`config.mk`:
```
export PLATFORM = sky130hd
export DESIGN_NAME = rx_fifo_with_xon_xoff_core_flat
export DESIGN_NICKNAME = d
export VERILOG_FILES = /design/src/design/rxf_pkg.sv /design/src/design/rxf_if.sv /design/src/design/rxf_cfg_regs.sv /design/src/design/rxf_ctrl.sv /design/src/design/rxf_datapath.sv /design/src/design/rx_fifo_with_xon_xoff_core.sv /design/src/flat_wrapper.sv
export SDC_FILE = /design/constraint.sdc
export NUM_CORES = 1
export LEC_CHECK = 0
export ABC_AREA = 0
export BUFFER_PORTS_ARGS = -buffer_cell sky130_fd_sc_hd__buf_2
export CAP_MARGIN = 20
export CORE_ASPECT_RATIO = 1.25
export CORE_MARGIN = 2
export CORE_UTILIZATION = 61
export CTS_CLUSTER_SIZE = 14
export DETAILED_ROUTE_END_ITERATION = 6
export PLACE_DENSITY_LB_ADDON = 0.05
export SYNTH_ARGS = -nofsm -noshare
export SYNTH_HDL_FRONTEND = slang
export SYNTH_SLANG_ARGS = --single-unit
```
`constraint.sdc`:
```
create_clock -name clk -period 2.42 [get_ports clk]
set_input_delay 0.242 -clock clk [delete_from_list [all_inputs] [get_ports clk]]
set_output_delay 0.242 -clock clk [all_outputs]
set_load 0.02 [all_outputs]
```
`src/design/rxf_pkg.sv`:
```
package rxf_pkg;

    // FIFO geometry.
    localparam int DEPTH = 64;
    localparam int PTR_W = $clog2(DEPTH);
    // The count never exceeds DEPTH-1, so it fits in the pointer width.
    localparam int CNT_W = $clog2(DEPTH);

    // Field widths fixed by the interface.
    localparam int BYTE_W  = 8;
    localparam int LEVEL_W = 6;
    localparam int FILL_W  = 6;
    // Width at which the count and the levels are compared.
    localparam int CMP_W   = (CNT_W > LEVEL_W) ? CNT_W : LEVEL_W;

    // Configuration port geometry.
    localparam int APB_ADDR_W = 3;
    localparam int APB_DATA_W = 32;
    localparam int REG_IDX_W  = APB_ADDR_W - 2;

    typedef logic [BYTE_W-1:0]  byte_t;
    typedef logic [LEVEL_W-1:0] level_t;
    typedef logic [FILL_W-1:0]  fill_t;
    typedef logic [PTR_W-1:0]   ptr_t;
    typedef logic [CNT_W-1:0]   cnt_t;
    typedef logic [REG_IDX_W-1:0] reg_idx_t;

    // Register map.
    localparam reg_idx_t REG_ALMOST_FULL  = reg_idx_t'(0);
    localparam reg_idx_t REG_ALMOST_EMPTY = reg_idx_t'(1);

    localparam level_t ALMOST_FULL_RESET  = level_t'(40);
    localparam level_t ALMOST_EMPTY_RESET = level_t'(10);

    // Flow-control characters.
    localparam byte_t CHAR_XOFF     = 8'h13;
    localparam byte_t CHAR_XON      = 8'h11;
    localparam byte_t CHAR_OVERFLOW = 8'h56;

    // Command field codes.
    localparam logic CMD_PUSH = 1'b0;
    localparam logic CMD_POP  = 1'b1;

    typedef struct packed {
        level_t almost_full;
        level_t almost_empty;
    } cfg_levels_t;

    typedef enum logic [0:0] {
        CTL_IDLE,
        CTL_HOLD
    } ctl_state_t;

    typedef struct packed {
        logic capture;
        logic mem_write;
        logic push_ok;
        logic overflow;
        logic pop_ok;
    } ctl_cmd_t;

    typedef struct packed {
        logic empty;
        logic full;
    } dp_status_t;

endpackage

```
`src/design/rxf_if.sv`:
```
interface rxf_in_if;
    logic              valid;
    logic              ready;
    logic              command;
    rxf_pkg::byte_t    rx_byte;

    modport source (output valid, output command, output rx_byte, input ready);
    modport sink   (input valid, input command, input rx_byte, output ready);
endinterface

interface rxf_out_if;
    logic              valid;
    logic              ready;
    rxf_pkg::byte_t    read_data;
    logic              read_valid;
    logic              tx_valid;
    rxf_pkg::byte_t    tx_char;
    rxf_pkg::fill_t    fill_count;
    logic              paused_flag;

    modport source (output valid, output read_data, output read_valid, output tx_valid,
                    output tx_char, output fill_count, output paused_flag, input ready);
    modport sink   (input valid, input read_data, input read_valid, input tx_valid,
                    input tx_char, input fill_count, input paused_flag, output ready);
endinterface

```
`src/design/rxf_cfg_regs.sv`:
```
module rxf_cfg_regs (
    input  logic                                clk,
    input  logic                                rst_n,
    input  logic                                psel,
    input  logic                                penable,
    input  logic                                pwrite,
    input  logic [rxf_pkg::APB_ADDR_W-1:0]      paddr,
    input  logic [rxf_pkg::APB_DATA_W-1:0]      pwdata,
    output logic [rxf_pkg::APB_DATA_W-1:0]      prdata,
    output logic                                pready,
    output rxf_pkg::cfg_levels_t                levels
);
    import rxf_pkg::*;

    level_t   af_reg;
    level_t   af_next;
    level_t   ae_reg;
    level_t   ae_next;
    reg_idx_t idx;
    logic     wr_en;

    assign idx    = paddr[APB_ADDR_W-1:2];
    assign wr_en  = psel && penable && pwrite;
    assign pready = 1'b1;

    always_comb
    begin
        af_next = af_reg;
        ae_next = ae_reg;
        if (wr_en)
        begin
            case (idx)
                REG_ALMOST_FULL:  af_next = pwdata[LEVEL_W-1:0];
                REG_ALMOST_EMPTY: ae_next = pwdata[LEVEL_W-1:0];
                default:          ;
            endcase
        end
    end

    always_ff @(posedge clk or negedge rst_n)
    begin
        if (!rst_n)
        begin
            af_reg <= ALMOST_FULL_RESET;
            ae_reg <= ALMOST_EMPTY_RESET;
        end
        else
        begin
            af_reg <= af_next;
            ae_reg <= ae_next;
        end
    end

    always_comb
    begin
        case (idx)
            REG_ALMOST_FULL:  prdata = APB_DATA_W'(af_reg);
            REG_ALMOST_EMPTY: prdata = APB_DATA_W'(ae_reg);
            default:          prdata = '0;
        endcase
    end

    assign levels.almost_full  = af_reg;
    assign levels.almost_empty = ae_reg;

endmodule

```
`src/design/rxf_ctrl.sv`:
```
module rxf_ctrl (
    input  logic                  clk,
    input  logic                  rst_n,
    input  logic                  in_valid,
    input  logic                  in_command,
    output logic                  in_ready,
    output logic                  out_valid,
    input  logic                  out_ready,
    input  rxf_pkg::dp_status_t   status,
    output rxf_pkg::ctl_cmd_t     cmd
);
    import rxf_pkg::*;

    ctl_state_t state_reg;
    ctl_state_t state_next;
    logic       accept;

    always_comb
    begin
        state_next = state_reg;
        case (state_reg)
            CTL_IDLE:
            begin
                if (in_valid)
                begin
                    state_next = CTL_HOLD;
                end
            end
            CTL_HOLD:
            begin
                if (out_ready)
                begin
                    state_next = CTL_IDLE;
                end
            end
            default: state_next = CTL_IDLE;
        endcase
    end

    always_ff @(posedge clk or negedge rst_n)
    begin
        if (!rst_n)
        begin
            state_reg <= CTL_IDLE;
        end
        else
        begin
            state_reg <= state_next;
        end
    end

    // Commands to the datapath for the item taken in this cycle.
    always_comb
    begin
        in_ready  = 1'b0;
        out_valid = 1'b0;
        case (state_reg)
            CTL_IDLE: in_ready  = 1'b1;
            CTL_HOLD: out_valid = 1'b1;
            default:  ;
        endcase
        accept        = in_valid && in_ready;
        cmd.capture   = accept;
        cmd.mem_write = accept && (in_command == CMD_PUSH);
        cmd.push_ok   = accept && (in_command == CMD_PUSH) && !status.full;
        cmd.overflow  = accept && (in_command == CMD_PUSH) && status.full;
        cmd.pop_ok    = accept && (in_command == CMD_POP) && !status.empty;
    end

endmodule

```
`src/design/rxf_datapath.sv`:
```
module rxf_datapath (
    input  logic                   clk,
    input  logic                   rst_n,
    input  rxf_pkg::ctl_cmd_t      cmd,
    input  rxf_pkg::byte_t         rx_byte,
    input  rxf_pkg::cfg_levels_t   levels,
    output rxf_pkg::dp_status_t    status,
    output rxf_pkg::byte_t         read_data,
    output logic                   read_valid,
    output logic                   tx_valid,
    output rxf_pkg::byte_t         tx_char,
    output rxf_pkg::fill_t         fill_count,
    output logic                   paused_flag
);
    import rxf_pkg::*;

    byte_t            mem [DEPTH];
    byte_t            mem_q_reg;

    ptr_t             wr_ptr_reg;
    ptr_t             wr_ptr_next;
    ptr_t             rd_ptr_reg;
    ptr_t             rd_ptr_next;
    cnt_t             count_reg;
    cnt_t             count_next;
    logic             paused_reg;
    logic             paused_next;

    logic             rvalid_reg;
    logic             rvalid_next;
    logic             txv_reg;
    logic             txv_next;
    byte_t            txc_reg;
    byte_t            txc_next;
    fill_t            fill_reg;
    fill_t            fill_next;
    logic             rpaused_reg;

    cnt_t             cnt_inc;
    cnt_t             cnt_dec;
    logic [CMP_W-1:0] cnt_ext;
    logic             xoff_hit;
    logic             xon_hit;

    assign status.empty = (count_reg == '0);
    assign status.full  = (count_reg == CNT_W'(DEPTH - 1));

    assign cnt_inc  = count_reg + cnt_t'(1);
    assign cnt_dec  = count_reg - cnt_t'(1);
    assign xoff_hit = (CMP_W'(cnt_inc) == CMP_W'(levels.almost_full));
    assign xon_hit  = (CMP_W'(cnt_dec) == CMP_W'(levels.almost_empty)) && paused_reg;

    always_comb
    begin
        wr_ptr_next = wr_ptr_reg;
        rd_ptr_next = rd_ptr_reg;
        count_next  = count_reg;
        paused_next = paused_reg;
        txv_next    = 1'b0;
        txc_next    = '0;
        rvalid_next = cmd.pop_ok;
        if (cmd.push_ok)
        begin
            wr_ptr_next = (wr_ptr_reg == PTR_W'(DEPTH - 1)) ? '0 : wr_ptr_reg + ptr_t'(1);
            count_next  = cnt_inc;
            if (xoff_hit)
            begin
                txv_next    = 1'b1;
                txc_next    = CHAR_XOFF;
                paused_next = 1'b1;
            end
        end
        else if (cmd.overflow)
        begin
            txv_next = 1'b1;
            txc_next = CHAR_OVERFLOW;
        end
        else if (cmd.pop_ok)
        begin
            rd_ptr_next = (rd_ptr_reg == PTR_W'(DEPTH - 1)) ? '0 : rd_ptr_reg + ptr_t'(1);
            count_next  = cnt_dec;
            if (xon_hit)
            begin
                txv_next    = 1'b1;
                txc_next    = CHAR_XON;
                paused_next = 1'b0;
            end
        end
        cnt_ext   = CMP_W'(count_next);
        fill_next = cnt_ext[FILL_W-1:0];
    end

    always_ff @(posedge clk or negedge rst_n)
    begin
        if (!rst_n)
        begin
            wr_ptr_reg <= '0;
            rd_ptr_reg <= '0;
            count_reg  <= '0;
            paused_reg <= 1'b0;
        end
        else
        begin
            wr_ptr_reg <= wr_ptr_next;
            rd_ptr_reg <= rd_ptr_next;
            count_reg  <= count_next;
            paused_reg <= paused_next;
        end
    end

    // Result register, loaded once per accepted item.
    always_ff @(posedge clk)
    begin
        if (cmd.capture)
        begin
            rvalid_reg  <= rvalid_next;
            txv_reg     <= txv_next;
            txc_reg     <= txc_next;
            fill_reg    <= fill_next;
            rpaused_reg <= paused_next;
        end
    end

    // Byte store with registered read port.
    always_ff @(posedge clk)
    begin
        if (cmd.mem_write)
        begin
            mem[wr_ptr_reg] <= rx_byte;
        end
        if (cmd.pop_ok)
        begin
            mem_q_reg <= mem[rd_ptr_reg];
        end
    end

    assign read_data   = rvalid_reg ? mem_q_reg : '0;
    assign read_valid  = rvalid_reg;
    assign tx_valid    = txv_reg;
    assign tx_char     = txc_reg;
    assign fill_count  = fill_reg;
    assign paused_flag = rpaused_reg;

endmodule

```
`src/design/rx_fifo_with_xon_xoff_core.sv`:
```
// Receive FIFO with XON/XOFF software flow control.
// The cmd_ch channel carries one beat per operation: command selects a push of rx_byte
// or a pop of the oldest stored byte. The res_ch channel returns exactly one beat per
// operation with the popped byte, the flow-control character to transmit (Ctrl-S when
// the count reaches the almost-full level, Ctrl-Q when it falls to the almost-empty
// level while paused, 'V' when a push finds DEPTH-1 bytes held and is dropped), the
// fill count and the paused flag after the operation.
// Timing: an operation beat accepted at one clock edge produces its result beat in the
// next cycle. The block takes one operation at a time and accepts no new operation until
// the result of the last one has been taken; the controller raises cmd_ch ready only
// in the cycle after the single result register has been taken.
// If the receiver stalls, the result beat holds steady and cmd_ch ready stays low until
// the result is taken. Nothing is lost or repeated.
// The two level registers sit on the APB port at byte addresses 0 (almost full) and 4
// (almost empty); pready is always high. Change them only while the block is idle.
// Reset clears the pointers, count and paused flag and restores the levels to 40 and
// 10. The byte store is not cleared; only written entries are ever read back.
module rx_fifo_with_xon_xoff_core (
    input  logic                                clk,
    input  logic                                rst_n,
    rxf_in_if.sink                              cmd_ch,
    rxf_out_if.source                           res_ch,
    input  logic                                psel,
    input  logic                                penable,
    input  logic                                pwrite,
    input  logic [rxf_pkg::APB_ADDR_W-1:0]      paddr,
    input  logic [rxf_pkg::APB_DATA_W-1:0]      pwdata,
    output logic [rxf_pkg::APB_DATA_W-1:0]      prdata,
    output logic                                pready
);
    import rxf_pkg::*;

    cfg_levels_t levels;
    ctl_cmd_t    cmd;
    dp_status_t  status;

    // Level registers behind the configuration port.
    rxf_cfg_regs u_cfg (
        .clk     (clk),
        .rst_n   (rst_n),
        .psel    (psel),
        .penable (penable),
        .pwrite  (pwrite),
        .paddr   (paddr),
        .pwdata  (pwdata),
        .prdata  (prdata),
        .pready  (pready),
        .levels  (levels)
    );

    // Handshake control: accepts an operation when idle, then holds the result
    // until the receiver takes it.
    rxf_ctrl u_ctrl (
        .clk        (clk),
        .rst_n      (rst_n),
        .in_valid   (cmd_ch.valid),
        .in_command (cmd_ch.command),
        .in_ready   (cmd_ch.ready),
        .out_valid  (res_ch.valid),
        .out_ready  (res_ch.ready),
        .status     (status),
        .cmd        (cmd)
    );

    // Byte store, pointers, count, threshold compares and the result register.
    rxf_datapath u_dp (
        .clk         (clk),
        .rst_n       (rst_n),
        .cmd         (cmd),
        .rx_byte     (cmd_ch.rx_byte),
        .levels      (levels),
        .status      (status),
        .read_data   (res_ch.read_data),
        .read_valid  (res_ch.read_valid),
        .tx_valid    (res_ch.tx_valid),
        .tx_char     (res_ch.tx_char),
        .fill_count  (res_ch.fill_count),
        .paused_flag (res_ch.paused_flag)
    );

endmodule

```
`src/flat_wrapper.sv`:
```
// flat-port wrapper written by rule: the top's interface ports become plain ports
module rx_fifo_with_xon_xoff_core_flat import rxf_pkg::*;
  (clk, rst_n, psel, penable, pwrite, paddr, pwdata, prdata, pready, cmd_ch_valid, cmd_ch_command, cmd_ch_rx_byte, cmd_ch_ready, res_ch_valid, res_ch_read_data, res_ch_read_valid, res_ch_tx_valid, res_ch_tx_char, res_ch_fill_count, res_ch_paused_flag, res_ch_ready);
  rxf_in_if cmd_ch_i ();
  rxf_out_if res_ch_i ();
  input  logic clk;
  input  logic rst_n;
  input  logic psel;
  input  logic penable;
  input  logic pwrite;
  input  logic [rxf_pkg::APB_ADDR_W-1:0] paddr;
  input  logic [rxf_pkg::APB_DATA_W-1:0] pwdata;
  output logic [rxf_pkg::APB_DATA_W-1:0] prdata;
  output logic pready;
  input wire logic [$bits(cmd_ch_i.valid)-1:0] cmd_ch_valid;
  input wire logic [$bits(cmd_ch_i.command)-1:0] cmd_ch_command;
  input wire logic [$bits(cmd_ch_i.rx_byte)-1:0] cmd_ch_rx_byte;
  output wire logic [$bits(cmd_ch_i.ready)-1:0] cmd_ch_ready;
  output wire logic [$bits(res_ch_i.valid)-1:0] res_ch_valid;
  output wire logic [$bits(res_ch_i.read_data)-1:0] res_ch_read_data;
  output wire logic [$bits(res_ch_i.read_valid)-1:0] res_ch_read_valid;
  output wire logic [$bits(res_ch_i.tx_valid)-1:0] res_ch_tx_valid;
  output wire logic [$bits(res_ch_i.tx_char)-1:0] res_ch_tx_char;
  output wire logic [$bits(res_ch_i.fill_count)-1:0] res_ch_fill_count;
  output wire logic [$bits(res_ch_i.paused_flag)-1:0] res_ch_paused_flag;
  input wire logic [$bits(res_ch_i.ready)-1:0] res_ch_ready;
  assign cmd_ch_i.valid = cmd_ch_valid;
  assign cmd_ch_i.command = cmd_ch_command;
  assign cmd_ch_i.rx_byte = cmd_ch_rx_byte;
  assign cmd_ch_ready = cmd_ch_i.ready;
  assign res_ch_valid = res_ch_i.valid;
  assign res_ch_read_data = res_ch_i.read_data;
  assign res_ch_read_valid = res_ch_i.read_valid;
  assign res_ch_tx_valid = res_ch_i.tx_valid;
  assign res_ch_tx_char = res_ch_i.tx_char;
  assign res_ch_fill_count = res_ch_i.fill_count;
  assign res_ch_paused_flag = res_ch_i.paused_flag;
  assign res_ch_i.ready = res_ch_ready;
  rx_fifo_with_xon_xoff_core u_core (.clk(clk), .rst_n(rst_n), .cmd_ch(cmd_ch_i), .res_ch(res_ch_i), .psel(psel), .penable(penable), .pwrite(pwrite), .paddr(paddr), .pwdata(pwdata), .prdata(prdata), .pready(pready));
endmodule
```
Yosys cells after proc, flatten, opt, wreduce, memory -nomap -nowiden
Memories as Yosys holds them, arrays and structs flattened. A register that Yosys moved wholly into a read port is not among the register bits.
Cells that the tools add are included.
W data, S select, Z words.
- register bits: 49
- bits in writable memories: 512
- output and inout port bits: 60
- memories: 1
- add/subtract/negate cells: 4
- equal/unequal tests: 5
- mux-type cells: 29
- bitwise operators: 5
- reduce and logical (&&, ||, !) cells: 15
- memories (memory ; words ; width ; read ports ; clocked after memory_dff ; wr ports ; line ; source):
    u_core.u_dp.mem ; 64 ; 8 ; 1 ; 1 ; 1 ; rxf_datapath.sv:17 ; byte_t mem [DEPTH];
- operators by type and width (operator ; number):
    $pmux W32 S2 ; 1
    $mux W6 ; 5
    $add A6 B1 Y6 const B ; 3
    $eq A6 B6 Y1 const B ; 3
    $mux W1 ; 16
    $mux W8 ; 2
    $mux W5 ; 3
    $eq A6 B6 Y1 ; 2
    $logic_and A1 B1 Y1 ; 9
    $mux W7 ; 1
    $logic_not A6 Y1 ; 1
    $sub A6 B1 Y6 const B ; 1
    $not A1 Y1 ; 5
    $reduce_and A2 Y1 ; 2
    $reduce_and A3 Y1 ; 1
    $logic_not A1 Y1 ; 2
    $pmux W1 S2 ; 1

Longest topological paths before layout
- depth after elaboration: 7
- depth in mapped cells: 11
- gate-level depth less buffers: 9

Hierarchy
Synthesis repeated with hierarchy kept, for this count alone.
- cells, all modules: 1199
- area, all modules: 22881.9 um^2
- modules (own cells, without submodules) (module ; times used ; cells each ; area an instance (um^2) ; sequential area each (um^2)):
    rxf_datapath ; 1 ; 1127 ; 22023.6 ; 16450.8
    rxf_cfg_regs ; 1 ; 62 ; 765.7 ; 305.3
    rxf_ctrl ; 1 ; 10 ; 92.6 ; 25.0

Worst setup path before layout
No wires, ideal clock.
- kind: register to register
- start: register u_core.u_ctrl.state_reg
- end: memory u_core.u_dp.mem[62][0] (netlist name), enable pin
- setup time: 370 ps
- arrival time: 1787 ps
- slack: 262 ps
- stages on the path, launching flop included: 6
- buffers on the path: 1
- cell sequence: dfrtp_1 > or2b_1 > clkbuf_2 > nor3_1 > nand3_1 > nor2_1
- cells in the longest elaborated chain, start to end: 5
- ends and longest elaborated chain (item ; line ; source):
    start, declared ; rxf_ctrl.sv:14 ; ctl_state_t state_reg;
    start signal, assigned ; rxf_ctrl.sv:48 ; state_reg <= state_next;
    $mux W1 ; rxf_ctrl.sv:57 ; case (state_reg)
    $logic_and A1 B1 Y1 ; rxf_ctrl.sv:62 ; accept = in_valid && in_ready;
    $logic_and A1 B1 Y1 ; rxf_ctrl.sv:64 ; cmd.mem_write = accept && (in_command == CMD_PUSH);
    $mux W1 ; rxf_datapath.sv:127 ; if (cmd.mem_write)
    $mux W1 (not written as such) ; rxf_datapath.sv:129 ; mem[wr_ptr_reg] <= rx_byte;
    end, declared ; rxf_datapath.sv:17 ;
No other way between the ends.

==> impl_metrics.yaml <==
outcome:
  status: "finished clean"
cts:
  cts_max_level: 2
  clk_latency_ns: 0.59
  cts_sinks: 564
  cts_tree: "yes"
  cts_root_buffer: "clkbuf_16"
  numCtsBuffers: 53
  clockBufferDepth: 3
  clk_pin_slew_worst_paths_ns: 0.06
synthesis:
  ys_ff_latch: 564
  synth_edf_count: 532
  avgSynthCellArea_um2: 19.4
  yosys.cell_types.count: 59
  synthCells: 1179
  ys_seq_area_frac: 0.735
  synthArstFlopShare: 0.0567
  ys.flop_type: "edfxtp_1"
  yosys.area.top_type_share: 0.700
  netlist_area_mm2: 0.0228
  synthTopCellsByArea: "edfxtp_1 70%, mux4_2 11%, dfrtp_1 3.1%"
  yosysTopAreaCell: "edfxtp_1"
  yosys_warnings: 0
floorplanning:
  rows: 79
  dieHeight_um: 220
  initial_core_util: 0.616
  ios: 111
  fp.dieW_um: 177
  die-area_mm2: 0.0390
  core_mm2: 0.0371
layout:
  fillCellCount: 2302
  diodes: 0
  syn2layout_area_growth_pct: 15.2
  nets: 1428
  stdcell_count: 1900
  largest_reg_flops: 512
  drive_above_1_share: 0.314
  design_area_mm2: 0.0263
detailed_routing:
  drcViolationCount: 0
  drt-total-wl_mm: 48.4
  wl_per_cell_um: 25.5
  ant_nets: 0
  avgViaCountPerCell: 6.08
  vias: 11600
  drtIter0Drc: 1164
  dr.pass1.iters: 7
global_routing:
  grt_pass1_vias: 11600
  track_usage: 0.252
  grt_pass1_wl_mm: 71.6
  antenna_found_initial: 1
  grt_max_degree: 52
  grt_overflow_total: 0
setup_path:
  cp.arrival_ns: 2.71
  critical-path-slowest-cell: "mux4_2"
  cpPeakStageDelay_ns: 0.53
  cp.buffers_inverters: 3
  r2r_slack_ns: 0.03
  start_kind: "flip-flop"
  end_kind: "flip-flop"
  path_cells: "buf_6, buf_12, clkbuf_16, mux4_2, mux4_2, nor2b_1, o21ai_1"
  crit_family: "multiplexers"
  path_max_fanout: 6
  cpMostUsedCell: "mux4_2"
  critPathKind: "flip-flop to flip-flop"
  required_ns: 2.75
timing:
  fmax_mhz: 419
  drv_slew: 0
  period_share: 0.986
  relSlewSlack: 0.399
  fin_crit_ns: 2.39
  rsz0062_at_grt: "yes"
  hold_viol_final: 0
  setup_ws_ns: 0.0346
  skew_ns: 0.0200
  worstMarginPinSlew_ns: 0.900
  setup_viol: 0
run:
  max-cap-violations: 0
worst_hold_path:
  hold_class: "primary input to flip-flop"
power:
  post-layout-total-power_w: 0.0268
  p_leak_nw: 8.80
  cellPowerDensity_mw_per_mm2: 1020
  vdd_drop_max_v: 0.000738
place:
  dpl_cell_area_mm2: 0.0243
  hpwl_mm: 30.9
  place.gp.congestion: 0.817
  dp_slack_ns: 0.00862
  dp_cells: 1781
  portBuffers: 52
report_power, final:
group | leakage (nW) | internal, W | switching (W)
combinational | 2.83 | 0.00371 | 0.00385
clock | 0.800 | 0.00447 | 0.00341
sequential | 5.17 | 0.0111 | 0.000303
total | 8.80 | 0.0192 | 0.00756
worst reg2reg max path, delay by kind of cell (launching register included):
kind                   cells  cell delay, ns
buffers and inverters      3            0.44
and+or+nand+nor            1            0.15
muxes                      2            0.99
DFF                        1            0.49
AOI/OAI and AO/OA          1            0.08
logic make-up after synthesis:
| logic type | synth area share |
|---|---|
| xor+xnor | 0.0106 |
| flops | 0.735 |
| simple gates | 0.0431 |
| mux | 0.151 |
| compound gates | 0.0270 |
| other cells | 0.000329 |
| buf+inv | 0.0304 |
| fa+ha+maj | 0.00274 |
metal layers:
layer / vias to the layer above / track usage / part of all wire
met4: 0 / 0.0691 / 0.028
met3: 85 / 0.0368 / 0.056
met1: 6021 / 0.346 / 0.40
met5: - / 0 / 0
met2: 366 / 0.431 / 0.52
li1: 5080 / - / -
cell usage after synthesis (10+ instances only):
library cell,count
buf_2,11
a22oi_1,13
inv_1,10
buf_6,11
clkbuf_1,31
and2_1,10
buf_4,38
xnor2_1,19
nor2b_1,10
nand3_1,16
mux4_2,111
nand2_1,44
nor2_1,86
a221oi_1,10
edfxtp_1,532
mux2i_1,28
mux2_2,38
dfrtp_1,28
area by class of cell:
cell class                      instances  area (um2)  area share
Multi-Input combinational cell        535        5500       0.209
Inverter                               12        45.0     0.00171
Tap cell                              486         608      0.0231
Sequential cell                       564       16800       0.639
Clock buffer                           68        1430      0.0542
Timing Repair Buffer                  206        1710      0.0649
Clock inverter                         29         216     0.00823
cells in the final DEF (no fill, tap or decap), drive strengths merged, types with 3 or more instances in the layout:
cell type	n
xor2	6
a32oi	3
nor3	8
o221ai	9
or3	3
a31oi	5
buf	194
bufinv	3
mux4	120
clkbuf	72
nand2	44
a221oi	12
and3	4
xnor2	19
a21oi	4
and2	10
o22ai	4
nand3b	3
clkinv	22
nand3	16
dfrtp	28
nand2b	3
nor3b	4
o21ai	11
mux2	38
inv	14
a221o	4
mux2i	28
o211ai	3
conb	30
nand4	8
dfstp	4
ha	5
edfxtp	532
nor2	86
dlygate4sd3	8
a22oi	13
a211oi	4
o31ai	7
nor2b	10
path summary, 6_finish.rpt:
check,from,to,cells past startpoint
min in group asynchronous,rst_n,u_core.u_cfg.ae_reg[5],2
max in group asynchronous,rst_n,u_core.u_dp.rd_ptr_reg[0],2
hold / removal,cmd_ch_rx_byte[7],u_core.u_dp.mem[46][7],1
hold reg to reg,u_core.u_dp.paused_reg,u_core.u_dp.paused_reg,2
setup reg to reg,u_core.u_dp.rd_ptr_reg[0],u_core.u_dp.mem_q_reg[3],7
setup / recovery,u_core.u_dp.rd_ptr_reg[0],u_core.u_dp.mem_q_reg[3],7
what timing repair did:
action / 4_1_cts / 5_1_grt
hold buffers: 8 / 0
hold endpoints to repair: 41 / 0
pin swaps: 0 / 1
setup buffers: 0 / 10
setup endpoints to repair: 1 / 12
gates resized for setup: 2 / 14
gates cloned: 0 / 4
per-stage QoR:
step / hold WS, ns / utilization / setup TNS [ns]
floorplan: -0.0536 / - / 0
global placement: 0.354 / 0.655 / 0
detailed placement: 0.357 / 0.655 / 0
CTS: 0.00741 / 0.702 / 0
global route: 0.0292 / 0.709 / -0.0540
finish: 0.0375 / 0.709 / 0
(Power assumes the default switching activity.)
